## src/rtl/ifsc_pkg.sv

```systemverilog
// shared constants and types for the increasing five-subsequence counter
package ifsc_pkg;

   localparam int MAX_RANK = 4096;
   localparam int RANK_W   = 13;
   localparam int ADDR_W   = $clog2(MAX_RANK);
   localparam int POS_W    = ADDR_W + 2;
   localparam int W1       = 13;
   localparam int W2       = 24;
   localparam int W3       = 34;
   localparam int W4       = 44;
   localparam int TOTAL_W  = 54;

   typedef struct packed {
      logic [RANK_W-1:0] rank;
      logic              last;
   } req_type;

   typedef struct packed {
      logic [TOTAL_W-1:0] total_count;
      logic               last_out;
   } rsp_type;

   // classified item handed from the front to the back
   typedef struct packed {
      logic             in_range;
      logic [POS_W-1:0] pos;
      logic             last;
   } item_type;

   // one row of the four trees, read and written together
   typedef struct packed {
      logic [W4-1:0] len_four;
      logic [W3-1:0] len_three;
      logic [W2-1:0] len_two;
      logic [W1-1:0] len_one;
   } tree_word_type;

endpackage

```

## src/rtl/ifsc_rsp_queue.sv

```systemverilog
// two-entry result queue toward the consumer
module ifsc_rsp_queue (
   input  logic              clock,
   input  logic              reset,
   input  logic              rsp_push,
   input  ifsc_pkg::rsp_type rsp_in,
   output logic              rsp_full,
   output logic              empty,
   input  logic              pop,
   output ifsc_pkg::rsp_type rsp_data
);
   import ifsc_pkg::*;

   rsp_type    q_ff [2];
   logic       wr_ptr_ff, wr_ptr_in;
   logic       rd_ptr_ff, rd_ptr_in;
   logic [1:0] count_ff, count_in;
   logic       do_wr, do_rd;

   assign rsp_full = (count_ff == 2'd2);
   assign empty    = (count_ff == 2'd0);
   assign rsp_data = q_ff[rd_ptr_ff];
   assign do_wr    = rsp_push && !rsp_full;
   assign do_rd    = pop && !empty;

   always_comb begin
      wr_ptr_in = do_wr ? !wr_ptr_ff : wr_ptr_ff;
      rd_ptr_in = do_rd ? !rd_ptr_ff : rd_ptr_ff;
      count_in  = count_ff;
      if (do_wr && !do_rd) begin
         count_in = count_ff + 2'd1;
      end else if (do_rd && !do_wr) begin
         count_in = count_ff - 2'd1;
      end
   end

   always_ff @(posedge clock) begin
      if (reset) begin
         wr_ptr_ff <= 1'b0;
         rd_ptr_ff <= 1'b0;
         count_ff  <= 2'd0;
      end else begin
         wr_ptr_ff <= wr_ptr_in;
         rd_ptr_ff <= rd_ptr_in;
         count_ff  <= count_in;
      end
   end

   always_ff @(posedge clock) begin
      if (do_wr) begin
         q_ff[wr_ptr_ff] <= rsp_in;
      end
   end

endmodule

```

## config.mk

```make
export PLATFORM = sky130hd
export DESIGN_NAME = ifsc_rsp_queue
export DESIGN_NICKNAME = d
export VERILOG_FILES = /design/src/rtl/ifsc_pkg.sv /design/src/rtl/ifsc_rsp_queue.sv
export SDC_FILE = /design/constraint.sdc
export NUM_CORES = 1
export LEC_CHECK = 0
export ABC_AREA = 0
export ABC_CLOCK_PERIOD_IN_PS = 2640
export BUFFER_PORTS_ARGS = -buffer_cell sky130_fd_sc_hd__buf_2
export CAP_MARGIN = 20
export CORE_ASPECT_RATIO = 0.6
export CORE_MARGIN = 1
export CORE_UTILIZATION = 37
export DETAILED_ROUTE_END_ITERATION = 16
export PLACE_DENSITY_LB_ADDON = 0.12
export SYNTH_ARGS = -nofsm -noshare
export SYNTH_HDL_FRONTEND = slang
export SYNTH_SLANG_ARGS = --single-unit
```

## constraint.sdc

```tcl
create_clock -name clock -period 2.64 [get_ports clock]
set_input_delay 0.66 -clock clock [delete_from_list [all_inputs] [get_ports clock]]
set_output_delay 0.66 -clock clock [all_outputs]
set_load 0.1 [all_outputs]
```

==> out/metrics.sh <==
CTS_REPAIR_RESIZE_COUNT=0
YS_SEQ_AREA_SHARE_PCT=81.4
DRV_CAP=0
LAYOUT_COMMONEST_CELL='buf_2'
MAPPEDNETLISTAREA_UM2=4180
PATH_MAX_FANOUT=20
HOLD_PATH.CLASS='in2reg'
FP.DIEAREA_UM2=11700
AREA_GROWTH_PCT=30.8
FINALCRITPERIODSHARE_PCT=89.2
COUNT_OF_PLACED_STANDARD_CELLS_INCLUDING_TAPS=450
DRC=0
DETAILED_PLACE_HPWL_UM=4880
FINISH.UTILIZATION_PCT=50.8
CLK_PATH_BUF_DEPTH=2
RUN_STATUS='complete, no violations'
GRT_MAX_DEGREE=36
TIMING.HOLD.WORST_ENDPOINT='q_ff[0][19]$_DFFE_PP_'
AGGREGATE_NEGATIVE_SETUP_SLACK_NS=0
LAYOUT.NETS=390
RRSETUPSLACK_NS=1.02
WORSTREGTOREGCELLS=4
ROUTED_WIRE_LENGTH_PER_INSTANCE_UM=15.3
PRE_REPAIR_DR_ITERATION_COUNT=4
FINISH.CELL_COUNT_WITHOUT_FILLERS=481
CORE_AREA_UM2=10800
WORST_R2R_STARTPOINT='count_ff[0]$_SDFFE_PP0P_'
POST-CTS-SETUP-BUFFER-COUNT=0
HOLD_VIOLATIONS=0
YOSYSWARNINGCOUNT=0
TIMING.CLOCK.SKEW_NS=0.00591
FIRST_GLOBAL_VIAS=2271
PORT_BUFFERS=115
MAX_SLEW_HEADROOM_PCT=66.3
DRT-INITIAL-DRC-COUNT=99
VIA_COUNT=2189
DIODES=0
FP.DIEW_UM=139
WORST_PATH_LARGEST_CELL_DELAY_NS=0.39
CPLARGESTDELAYFAMILY='buffers and inverters'
CRITPATHREQUIREDTIME_NS=1.98
CTS.ROOT.BUFFER_CELL='clkbuf_16'
POSTROUTEANTENNANETS=0
ROUTABILITYCONGESTION=0.695
NUMCTSBUFFERS=17
SYNTH_CELLS=196
CTS_HOLD_BUFFERS=0
GRT_FIRST_PASS_WIRELENGTH_UM=11800
CHIPHEIGHT_UM=84.4
WORST_SETUP_PATH_START_KIND='flip-flop'
CLKTRANSATPATHREGS_NS=0.05
SYNTH_CELL_TYPES=14
CRITICALPATHCATEGORY='reg2out'
WORST_PIN_SLEW_NS=0.509
CLOCK_TREE_FROM_TRITONCTS='done'
FINALSETUPVIOLCOUNT=0
RSZ0062_AT_GRT='no'
GRT_ANTENNA_BEFORE_REPAIR=1
CRIT_PATH_TOP_DELAY_CELL='mux2_2'
CTS.SINK_COUNT=115
HOLDPATHSTAGES=1
HP-START='rsp_in[19]'
TRACK_USAGE_PCT=13.8
CLK_LATENCY_NS=0.39
SYNTH_NETS=256
REPORT.FINAL.SLEW_VIOL_COUNT=0
CRITICAL_PATH.REG2REG.ENDPOINT='q_ff[0][4]$_DFFE_PP_'
CORE.ROWCOUNT=29
ARRIVAL_NS=1.69
NUMBER_OF_H_TREE_BRANCHING_LEVELS=4
WORST-PATH-BUF-INV=2
FMAXACHIEVABLE_GHz=0.425
CRITPATHCAPTURETYPE='output pin'
TIMING.FINAL.CRIT_PERIOD_NS=2.35
DRIVE_GT1_SHARE_PCT=58.8
CRITICAL_PATH.CELL_CHAIN='buf_4 > mux2_2 > buf_2'
FLOORPLAN.INITIALDENSITY_PCT=38.8
POST_SYNTH.CELL_AREA_AVG_UM2=21.3
ROUTED_WL_UM=7360
SYNTH.FF_LATCH_COUNT=115
GLOBALROUTEOVERFLOWTOTAL=0
IOS=116
FINAL_CELL_MIX='buf_2, edfxtp_1, mux2_2, clkbuf_16, clkbuf_1'
DRT-VIAS-PER-INSTANCE=4.55
-- layout make-up --
cell class | count | area (um2)
clock buffers | 23 | 448
clock inverters | 8 | 62.6
fillers | 894 | 5300
inverters | 2 | 7.51
multi-input cells | 73 | 731
flip-flops and latches | 115 | 3400
well taps | 139 | 174
repair buffers | 121 | 646
-- metal layers --
metal | track usage, % | part of all wire [%] | up-vias
li1 | - | - | 1042
met1 | 16.6 | 44 | 1064
met2 | 21.0 | 46 | 72
met3 | 5.82 | 8.3 | 9
met4 | 7.88 | 1.0 | 2
met5 | 0 | 0.14 | -
-- synth_stat cells --
master / instances / area share [%]
a21oi_1: 2 / 0.24
dfxtp_1: 5 / 2.4
buf_4: 5 / 0.90
nor2b_2: 1 / 0.21
or3_1: 2 / 0.30
ha_1: 1 / 0.30
xor2_1: 3 / 0.63
buf_2: 1 / 0.12
o21ai_0: 3 / 0.36
nor2_1: 5 / 0.45
edfxtp_1: 110 / 79
inv_1: 2 / 0.18
mux2_2: 55 / 15
and2_1: 1 / 0.15
-- through the flow --
step / cell area (um2) / setup slack (ns) / hold slack, ns
2_1_floorplan: 4180 / 0.00622 / 0.452
3_3_place_gp: 4960 / 0.675 / 0.472
3_5_place_dp: 4960 / 0.670 / 0.479
4_1_cts: 5470 / 0.242 / 0.433
5_1_grt: 5470 / 0.202 / 0.438
6_report: 5470 / 0.286 / 0.457
-- worst max-delay path by stage --
stage,from,cells after the start,to,slack [ns]
after CTS,flip-flop,3,rsp_data[35],0.24
after detailed placement,flip-flop,3,rsp_data[35],0.67
after global placement,flip-flop,3,rsp_data[35],0.67
final,flip-flop,3,rsp_data[42],0.29
after floorplan,count_ff[1]$_SDFFE_PP0P_,3,q_ff[1][0]$_DFFE_PP_,0.006
after global routing,flip-flop,3,rsp_data[35],0.20
-- worst register-to-register path, stage by stage (launching register included) --
cell,delay [ns]
dfxtp_1,0.44
nor2b_2,0.09
or3_1,0.34
inv_2,0.10
buf_4,0.31
-- registers in the layout (all words and copies together), names as in the netlist, named ones only --
name / count
wr_ptr_ff: 1
rd_ptr_ff: 1
count_ff: 2
q_ff: 110
-- cell families after synthesis --
family          after synthesis  synth area share, %
flops                       115                 81.4
mux                          55                 14.8
simple gates                  9                 1.11
buf+inv                       8                 1.20
compound gates                5                0.598
xor+xnor                      3                0.628
fa+ha+maj                     1                0.299
Power is not shown: default switching activity piles up to over one toggle a cycle in this logic, so the estimate is an artifact.
