### src/rtl/ifsc_pkg.sv
// shared constants and types for the increasing five-subsequence counter
package ifsc_pkg;

   localparam int MAX_RANK = 4096;
   localparam int RANK_W   = 13;
   localparam int ADDR_W   = $clog2(MAX_RANK);
   localparam int POS_W    = ADDR_W + 2;
   localparam int W1       = 13;
   localparam int W2       = 24;
   localparam int W3       = 34;
   localparam int W4       = 44;
   localparam int TOTAL_W  = 54;

   typedef struct packed {
      logic [RANK_W-1:0] rank;
      logic              last;
   } req_type;

   typedef struct packed {
      logic [TOTAL_W-1:0] total_count;
      logic               last_out;
   } rsp_type;

   // classified item handed from the front to the back
   typedef struct packed {
      logic             in_range;
      logic [POS_W-1:0] pos;
      logic             last;
   } item_type;

   // one row of the four trees, read and written together
   typedef struct packed {
      logic [W4-1:0] len_four;
      logic [W3-1:0] len_three;
      logic [W2-1:0] len_two;
      logic [W1-1:0] len_one;
   } tree_word_type;

endpackage

### src/rtl/ifsc_front.sv
// input queue that range-checks each element before the tree sequencer
module ifsc_front (
   input  logic              clock,
   input  logic              reset,
   input  logic              push,
   output logic              full,
   input  ifsc_pkg::req_type req_data,
   output logic              item_valid,
   input  logic              item_take,
   output ifsc_pkg::item_type item
);
   import ifsc_pkg::*;

   item_type   q_ff [2];
   logic       wr_ptr_ff, wr_ptr_in;
   logic       rd_ptr_ff, rd_ptr_in;
   logic [1:0] count_ff, count_in;
   item_type   cls;
   logic       do_wr, do_rd;

   always_comb begin
      cls.in_range = (req_data.rank != '0) && (32'(req_data.rank) <= MAX_RANK);
      cls.pos      = POS_W'(req_data.rank);
      cls.last     = req_data.last;
   end

   assign full       = (count_ff == 2'd2);
   assign item_valid = (count_ff != 2'd0);
   assign item       = q_ff[rd_ptr_ff];
   assign do_wr      = push && !full;
   assign do_rd      = item_take && item_valid;

   always_comb begin
      wr_ptr_in = do_wr ? !wr_ptr_ff : wr_ptr_ff;
      rd_ptr_in = do_rd ? !rd_ptr_ff : rd_ptr_ff;
      count_in  = count_ff;
      if (do_wr && !do_rd) begin
         count_in = count_ff + 2'd1;
      end else if (do_rd && !do_wr) begin
         count_in = count_ff - 2'd1;
      end
   end

   always_ff @(posedge clock) begin
      if (reset) begin
         wr_ptr_ff <= 1'b0;
         rd_ptr_ff <= 1'b0;
         count_ff  <= 2'd0;
      end else begin
         wr_ptr_ff <= wr_ptr_in;
         rd_ptr_ff <= rd_ptr_in;
         count_ff  <= count_in;
      end
   end

   always_ff @(posedge clock) begin
      if (do_wr) begin
         q_ff[wr_ptr_ff] <= cls;
      end
   end

endmodule

### config.mk
export PLATFORM = sky130hd
export DESIGN_NAME = ifsc_front
export DESIGN_NICKNAME = d
export VERILOG_FILES = /design/src/rtl/ifsc_pkg.sv /design/src/rtl/ifsc_front.sv
export SDC_FILE = /design/constraint.sdc
export NUM_CORES = 1
export LEC_CHECK = 0
export ABC_AREA = 1
export BUFFER_PORTS_ARGS = -buffer_cell sky130_fd_sc_hd__buf_2
export CORE_ASPECT_RATIO = 0.75
export CORE_MARGIN = 2
export CORE_UTILIZATION = 35
export CTS_CLUSTER_SIZE = 24
export DETAILED_ROUTE_END_ITERATION = 8
export PLACE_DENSITY = 0.66
export RECOVER_POWER = 50
export SLEW_MARGIN = 20
export SYNTH_ARGS = -nofsm -noshare
export SYNTH_HDL_FRONTEND = slang
export SYNTH_SLANG_ARGS = --single-unit
### constraint.sdc
create_clock -name clock -period 1.7 [get_ports clock]
set_input_delay 0.17 -clock clock [delete_from_list [all_inputs] [get_ports clock]]
set_output_delay 0.17 -clock clock [all_outputs]
set_load 0.01 [all_outputs]
==> summary.txt, run 1 <==
post-route minimum period - 1.53 ns
Worst Setup EP - q_ff[1][11]$_DFFE_PP_
GRT Total Usage - 11.5%
vias in the first global route - 871
largest cells by area after synthesis - edfxtp_1 (62%), mux2_4 (10%), dfxtp_1 (6.9%), mux2_2 (3.9%), nand2_1 (3.1%)
outcome - finished clean
largest net degree at the start of global routing - 17
CP startpoint kind - flip-flop
hold-fix buffers at CTS - 0
dpl ws - 0.277 ns
RSZ-0062 raised after global routing - no
H-tree depth reported by CTS - 2
count of different cell masters after synthesis - 19
Peak supply drop - 0.475 mV
CTS root buf - clkbuf_8
# DRC - 0
critical path type - flip-flop to flip-flop
r2r worst-path depth - 6
Boundary Pins - 36
Final Hold Fails - 0
sequential cell area fraction in the yosys report - 69.1%
via count - 839
# port buffers - 34
Reg clk slew, reported paths - 0.06 ns
wire per inst - 12.7 um
Nets - 158
Power Dens Cells - 1380 nW/um2
critical path required time - 1.63 ns
cell taking the most area after synthesis - edfxtp_1
slack of the critical path - 0.166 ns
Diodes inserted - 0
Avg Inst Size Synth - 14.8 um2
# resized after CTS - 0
placer congestion estimate - 0.708
Crit path arrival time - 1.46 ns
setup tns final - 0 ns
drt total wl - 2480 um
synthesized instance count - 98
antenna viol nets, final - 0
initial core utilization - 36.2%
yosys synthesis warning count - 0
worst setup path start - count_ff[1]$_SDFFE_PP0P_
post-synth net total - 117
crit path max fanout - 16
TritonCTS buffer count - 5
top post-synthesis cells by count - edfxtp_1 (30), nand2_1 (12), nor2_1 (11), mux2_4 (10), inv_1 (7)
Min-Delay Path Depth - 2
# setup viols final - 0
Iteration-0 DRC Markers - 49
CTS tree - done
die width - 78.3 um
Synth top area share - 62.2%
core area - 4000 um2
Placement Rows - 20
Final Cycle Share - 90.2%
Mapped Area - 1450 um2
Die H - 59.7 um
Crit. End Element - flip-flop
number of max-cap violations - 0
R2R Setup Slk - 0.17 ns
Slew Viols, Final - 0
number of synthesized flops with an enable pin - 30
share of cells above drive strength 1 - 33.6%
Post-Route Skew - 0.00857 ns
static leakage - 0.670 nW
GRT overflow - 0
TritonRoute pass-1 iters - 4
f_max - 0.652 GHz
Post-CTS Setup Bufs - 0
CTS Sinks - 35
initial antenna violation count - 0
first-pass GRT wire length - 3910 um
via/cell ratio - 4.30
share of flip-flops with an asynchronous set or reset - 0%
worst hold path type - input port to flip-flop
most instantiated library cell after synthesis - edfxtp_1
worst skew pair latency - 0.28 ns
synth-to-layout area growth - 19.6%
FF-to-FF End - q_ff[1][11]$_DFFE_PP_
Main synth FF type - edfxtp_1
DIE AREA - 4680 um2
reg-to-reg critical path startpoint - count_ff[1]$_SDFFE_PP0P_
#FFs+latches synth - 35
Clock Path Buffers - 2
detailed placement HPWL - 1780 um
total power - 2.39 mW
-- critical path, cell delays in order (launching register included) --
cell and delay (ns):
dfxtp_1 0.30, inv_1 0.11, nor2_2 0.05, nor2_1 0.19
inv_1 0.10, nor2_2 0.08, clkbuf_2 0.36
-- stage by stage --
stage	std cells	area [um2]	hold slack [ns]	utilization, %
global placement	187	1670	0.358	41.8
finish	195	1730	0.0823	43.3
floorplan	98	1450	0.239	-
global route	195	1730	0.0713	43.3
detailed placement	187	1670	0.368	41.8
CTS	195	1760	0.0648	43.9
-- cell type report --
cell class | instances | area [um2]
clock inverter | 2 | 12.5
fill | 389 | 2270
clock buffer | 6 | 72.6
tap | 55 | 68.8
inverter | 8 | 30.0
multi-input combinational | 52 | 377
sequential | 35 | 1000
timing repair buffer | 37 | 171
-- kinds of logic after synthesis --
group | count (synthesis) | share of synthesized area [%]
AO/OA/AOI/OAI | 5 | 1.73
multiplexers | 15 | 14.2
other | 1 | 0.259
flip-flops | 35 | 69.1
buffers and inverters | 11 | 4.75
adder cells (fa/ha/maj) | 1 | 0.863
AND/OR/NAND/NOR | 30 | 9.07
-- per-layer routing --
layer  part of all wire (%)  GRT usage [%]  vias up
li1                       -              -      419
met1                     41           12.0      387
met2                     50           20.2       26
met3                    7.6           4.98        7
met4                    1.4           5.76        0
met5                      0              0        -
-- flip-flops by register name (all words and copies together), names as in the netlist, named ones only --
| signal | count |
|---|---|
| q_ff | 30 |
| count_ff | 2 |
| rd_ptr_ff | 1 |
| wr_ptr_ff | 1 |
-- report_power, final --
| part | total, mW | internal (mW) | switching [mW] |
|---|---|---|---|
| clock | 0.557 | 0.286 | 0.271 |
| sequential | 1.14 | 1.09 | 0.0446 |
| combinational | 0.702 | 0.316 | 0.385 |
| total | 2.39 | 1.69 | 0.701 |
-- cell usage in the layout (no fill, tap or decap), types with 3 or more instances in the layout --
cell / synthesis / routed
edfxtp_1: 30 / 30
a21oi_1: 3 / 3
inv_1: 7 / 7
buf_2: 0 / 19
nor2_1: 11 / 12
nand2_1: 12 / 12
mux2_2: 5 / 5
clkbuf_8: 0 / 5
dfxtp_1: 5 / 5
clkbuf_1: 0 / 16
mux2_4: 10 / 10
-- worst min-delay path by stage --
stage | startpoint | to | slack (ns)
global placement | reset | rd_ptr_ff$_SDFFE_PP0P_ | 0.36
detailed placement | reset | rd_ptr_ff$_SDFFE_PP0P_ | 0.37
finish | reset | rd_ptr_ff$_SDFFE_PP0P_ | 0.08
CTS | reset | rd_ptr_ff$_SDFFE_PP0P_ | 0.06
floorplan | reset | flip-flop | 0.24
global route | req_data[0] | q_ff[0][0]$_DFFE_PP_ | 0.07
(Power assumes the default switching activity.)
==> inputs of run 2 (changes only) <==
- PLACE_DENSITY: 0.66 -> 0.63
==> run 2 against run 1 <==
Effect of this change: critical path depth shrank 3; register-to-register slack better by 0.04 ns; via count increased by 1.5%; clock power down 1%; cell area decreased by 0.29%; first-iteration DRC count fell by 53%.
==> summary.txt, run 2 (synthesis results as in run 1) <==
antenna viol nets, final - 0
setup tns final - 0 ns
Final Cycle Share - 89.9%
Regs by FF count - q_ff x30, count_ff x2
critical path required time - 1.53 ns
Power Dens Cells - 1370 nW/um2
worst skew pair latency - 0.27 ns
CTS root buf - clkbuf_8
worst path cell trace - buf_4 -> mux2_2 -> buf_2
number of max-cap violations - 0
via count - 852
die width - 78.3 um
Crit path arrival time - 1.36 ns
initial core utilization - 36.2%
Reg clk slew, reported paths - 0.06 ns
post-route minimum period - 1.53 ns
first-pass GRT wire length - 3730 um
peak per-stage delay on the critical path - 0.37 ns
Iteration-0 DRC Markers - 23
drt total wl - 2350 um
Post-Route Skew - 0.00356 ns
CTS Sinks - 35
Filler cells - 403
outcome - finished clean
DIE AREA - 4680 um2
Post-CTS Setup Bufs - 0
critical path type - flip-flop to primary output
placer congestion estimate - 0.673
Peak supply drop - 0.499 mV
GRT overflow - 0
CP startpoint kind - flip-flop
most frequent cells in the layout - edfxtp_1 (30), buf_2 (20), clkbuf_1 (16), nor2_1 (12), nand2_1 (12)
Crit. End Element - primary output
hold-fix buffers at CTS - 0
worst hold path type - input port to flip-flop
largest net degree at the start of global routing - 17
f_max - 0.654 GHz
max reg flops - 30
Clock Path Buffers - 2
via/cell ratio - 4.37
Diodes inserted - 0
slowest CP cell - mux2_2
utilization after layout - 43.2%
wire per inst - 12.1 um
share of cells above drive strength 1 - 33.6%
commonest non-fill, non-tap cell in the layout - edfxtp_1
TritonRoute pass-1 iters - 4
core area - 4000 um2
vias in the first global route - 840
Boundary Pins - 36
crit path max fanout - 15
synth-to-layout area growth - 19.3%
Slew Viols, Final - 0
static leakage - 0.674 nW
Placement Rows - 20
# resized after CTS - 0
RSZ-0062 raised after global routing - no
TritonCTS buffer count - 5
detailed placement HPWL - 1690 um
# port buffers - 34
initial antenna violation count - 0
Nets - 158
Die H - 59.7 um
CTS tree - done
Biggest register - q_ff
GRT Total Usage - 11.0%
# setup viols final - 0
Final Hold Fails - 0
H-tree depth reported by CTS - 2
# DRC - 0
[run 2: layout make-up]
type	instances	area, um2	area share (%)
clock buffer	7	76.3	4.42
clock inverter	1	5.00	0.290
inverter	8	30.0	1.74
multi-input combinational	52	377	21.8
sequential	35	1000	57.9
tap	55	68.8	3.98
timing repair buffer	37	170	9.85
[run 2: through the flow]
step	setup slack (ns)	instances	power [mW]	hold slack (ns)	instance area (um2)
2_1_floorplan	0.0339	98	1.66	0.239	1450
3_3_place_gp	0.406	187	1.84	0.359	1670
3_5_place_dp	0.332	187	1.87	0.363	1670
4_1_cts	0.146	195	2.43	0.0682	1750
5_1_grt	0.0754	195	2.51	0.0707	1730
6_report	0.172	195	2.37	0.0810	1730
[run 2: critical path: cells and delay by family (launching register included)]
kind                   cells  cell delay [ns]
multiplexers               1             0.37
flip-flops                 1             0.31
buffers and inverters      2             0.41
[run 2: worst paths after layout]
check | end | depth (start not counted) | slack [ns] | startpoint
worst max register to register | q_ff[1][6]$_DFFE_PP_ | 6 | 0.21 | count_ff[1]$_SDFFE_PP0P_
worst min-delay path | rd_ptr_ff$_SDFFE_PP0P_ | 2 | 0.08 | reset
worst max-delay path | item[7] | 3 | 0.17 | flip-flop
worst min register to register | rd_ptr_ff$_SDFFE_PP0P_ | 2 | 0.52 | rd_ptr_ff$_SDFFE_PP0P_
[run 2: layer usage]
layer / track usage [%] / part of all wire [%]
met1: 11.4 / 41
met4: 5.26 / 1.2
met3: 5.44 / 8.1
met2: 19.0 / 49
met5: 0 / 0
[run 2: power by group]
group          internal (mW)  total, mW  switching [mW]
Combinational          0.314      0.688           0.374
Clock                  0.287      0.550           0.263
Sequential              1.09       1.13          0.0409
==> inputs of run 3 (changes only) <==
- CTS_CLUSTER_DIAMETER: default -> 80
- HOLD_SLACK_MARGIN: default -> 0.15
==> run 3 against run 2 <==
Effect of this change: core utilization is 3.7 points higher; cell count is 7.7% higher; via count is 5.9% higher; critical path type unchanged; die area stayed put; largest cell class unchanged; critical endpoint unchanged.
==> summary.txt, run 3 (synthesis results as in run 1) <==
GRT overflow - 0
Slew Viols, Final - 0
critical path required time - 1.53 ns
# setup viols final - 0
TritonCTS buffer count - 5
vias in the first global route - 899
combinational share of power - 29.9%
static leakage - 0.737 nW
Placement Cell Area - 1670 um2
Diodes inserted - 0
f_max - 0.654 GHz
Final Cell Area - 1880 um2
Clock Path Buffers - 2
largest net degree at the start of global routing - 17
crit path max fanout - 15
critical path type - flip-flop to primary output
Sequential Power Share - 47.3%
first-pass GRT wire length - 3880 um
setup tns final - 0 ns
GRT Total Usage - 11.3%
antenna viol nets, final - 0
outcome - finished clean
Post-Route Skew - 0.00372 ns
switching share of power - 28.4%
number of max-cap violations - 0
via/cell ratio - 4.30
wire per inst - 11.5 um
# port buffers - 34
CTS tree - done
Final Cycle Share - 89.9%
most frequent cells in the layout - edfxtp_1 (30), buf_2 (20), clkbuf_1 (16), dlygate4sd3_1 (15)
worst skew pair latency - 0.27 ns
Boundary Pins - 36
CTS root buf - clkbuf_8
DIE AREA - 4680 um2
hold slack - 0.202 ns
Filler cells - 392
Reg clk slew, reported paths - 0.06 ns
Nets - 173
detailed placement HPWL - 1690 um
initial core utilization - 36.2%
H-tree depth reported by CTS - 2
Clock power frac - 22.9%
CP startpoint kind - flip-flop
Die H - 59.7 um
Crit. End Element - primary output
max reg flops - 30
share of cells above drive strength 1 - 30.3%
initial antenna violation count - 0
Regs by FF count - q_ff x30, count_ff x2
RSZ-0062 raised after global routing - no
drt total wl - 2410 um
Internal Power - 1.72 mW
worst hold path type - input port to flip-flop
commonest non-fill, non-tap cell in the layout - edfxtp_1
Biggest register - q_ff
Crit path arrival time - 1.36 ns
post-route minimum period - 1.53 ns
dpl ws - 0.332 ns
FF/Latch Area - 1000 um2
synth-to-layout area growth - 29.6%
CTS Sinks - 35
Placement Rows - 20
placer congestion estimate - 0.673
die width - 78.3 um
utilization after layout - 46.9%
Peak supply drop - 0.500 mV
Iteration-0 DRC Markers - 42
slack of the critical path - 0.172 ns
core area - 4000 um2
# DRC - 0
via count - 902
Power Dens Cells - 1280 nW/um2
Psw - 0.682 mW
Final Hold Fails - 0
multi-input logic area - 377 um2
TritonRoute pass-1 iters - 4
[run 3: cell types whose count changed in the layout (fill, tap and decap cells not counted), sizes merged]
cell | before | now
dlygate4sd3 | 0 | 15
[run 3: final cells by class]
| cell class | instances | area share [%] |
|---|---|---|
| inverters | 8 | 1.60 |
| clock buffers | 7 | 4.06 |
| well taps | 55 | 3.66 |
| flip-flops and latches | 35 | 53.3 |
| multi-input cells | 52 | 20.1 |
| clock inverters | 1 | 0.266 |
| repair buffers | 52 | 17.1 |
[run 3: what timing repair did]
action	in CTS	in global routing
endpoints found under the hold margin	30	0
setup buffers	0	0
endpoints found under the setup margin	0	0
hold buffers	15	0
resized for setup	0	0
[run 3: per-layer routing]
layer  global-route usage (%)  part of all wire (%)
met5                        0                     0
met3                     4.38                   6.0
met1                     12.1                    43
met2                     20.2                    50
met4                     5.26                   1.2
[run 3: critical path: stages, from the launching register on]
cell and delay (ns):
dfxtp_1 0.31, buf_4 0.27, mux2_2 0.37, buf_2 0.14
[run 3: stage by stage]
stage                     total power, mW  std cells
after floorplan                      1.66         98
after global placement               1.84        187
after detailed placement             1.87        187
after CTS                            2.45        210
after global routing                 2.54        210
final                                2.40        210
[run 3: path summary, 6_finish.rpt]
| kind | startpoint | to | slack (ns) | depth (start not counted) |
|---|---|---|---|---|
| worst min register to register | rd_ptr_ff$_SDFFE_PP0P_ | rd_ptr_ff$_SDFFE_PP0P_ | 0.52 | 2 |
| worst max register to register | count_ff[1]$_SDFFE_PP0P_ | q_ff[0][7]$_DFFE_PP_ | 0.21 | 6 |
| worst max-delay path | flip-flop | item[7] | 0.17 | 3 |
| worst min-delay path | item_take | rd_ptr_ff$_SDFFE_PP0P_ | 0.20 | 3 |
[run 3: power groups by stage]
stage | logic, mW | clock network (mW) | registers, mW
after floorplan | 0.518 | 0 | 1.14
after global routing | 0.790 | 0.602 | 1.15
final | 0.716 | 0.548 | 1.13
after CTS | 0.747 | 0.569 | 1.14
after detailed placement | 0.717 | 0 | 1.15
after global placement | 0.693 | 0 | 1.14
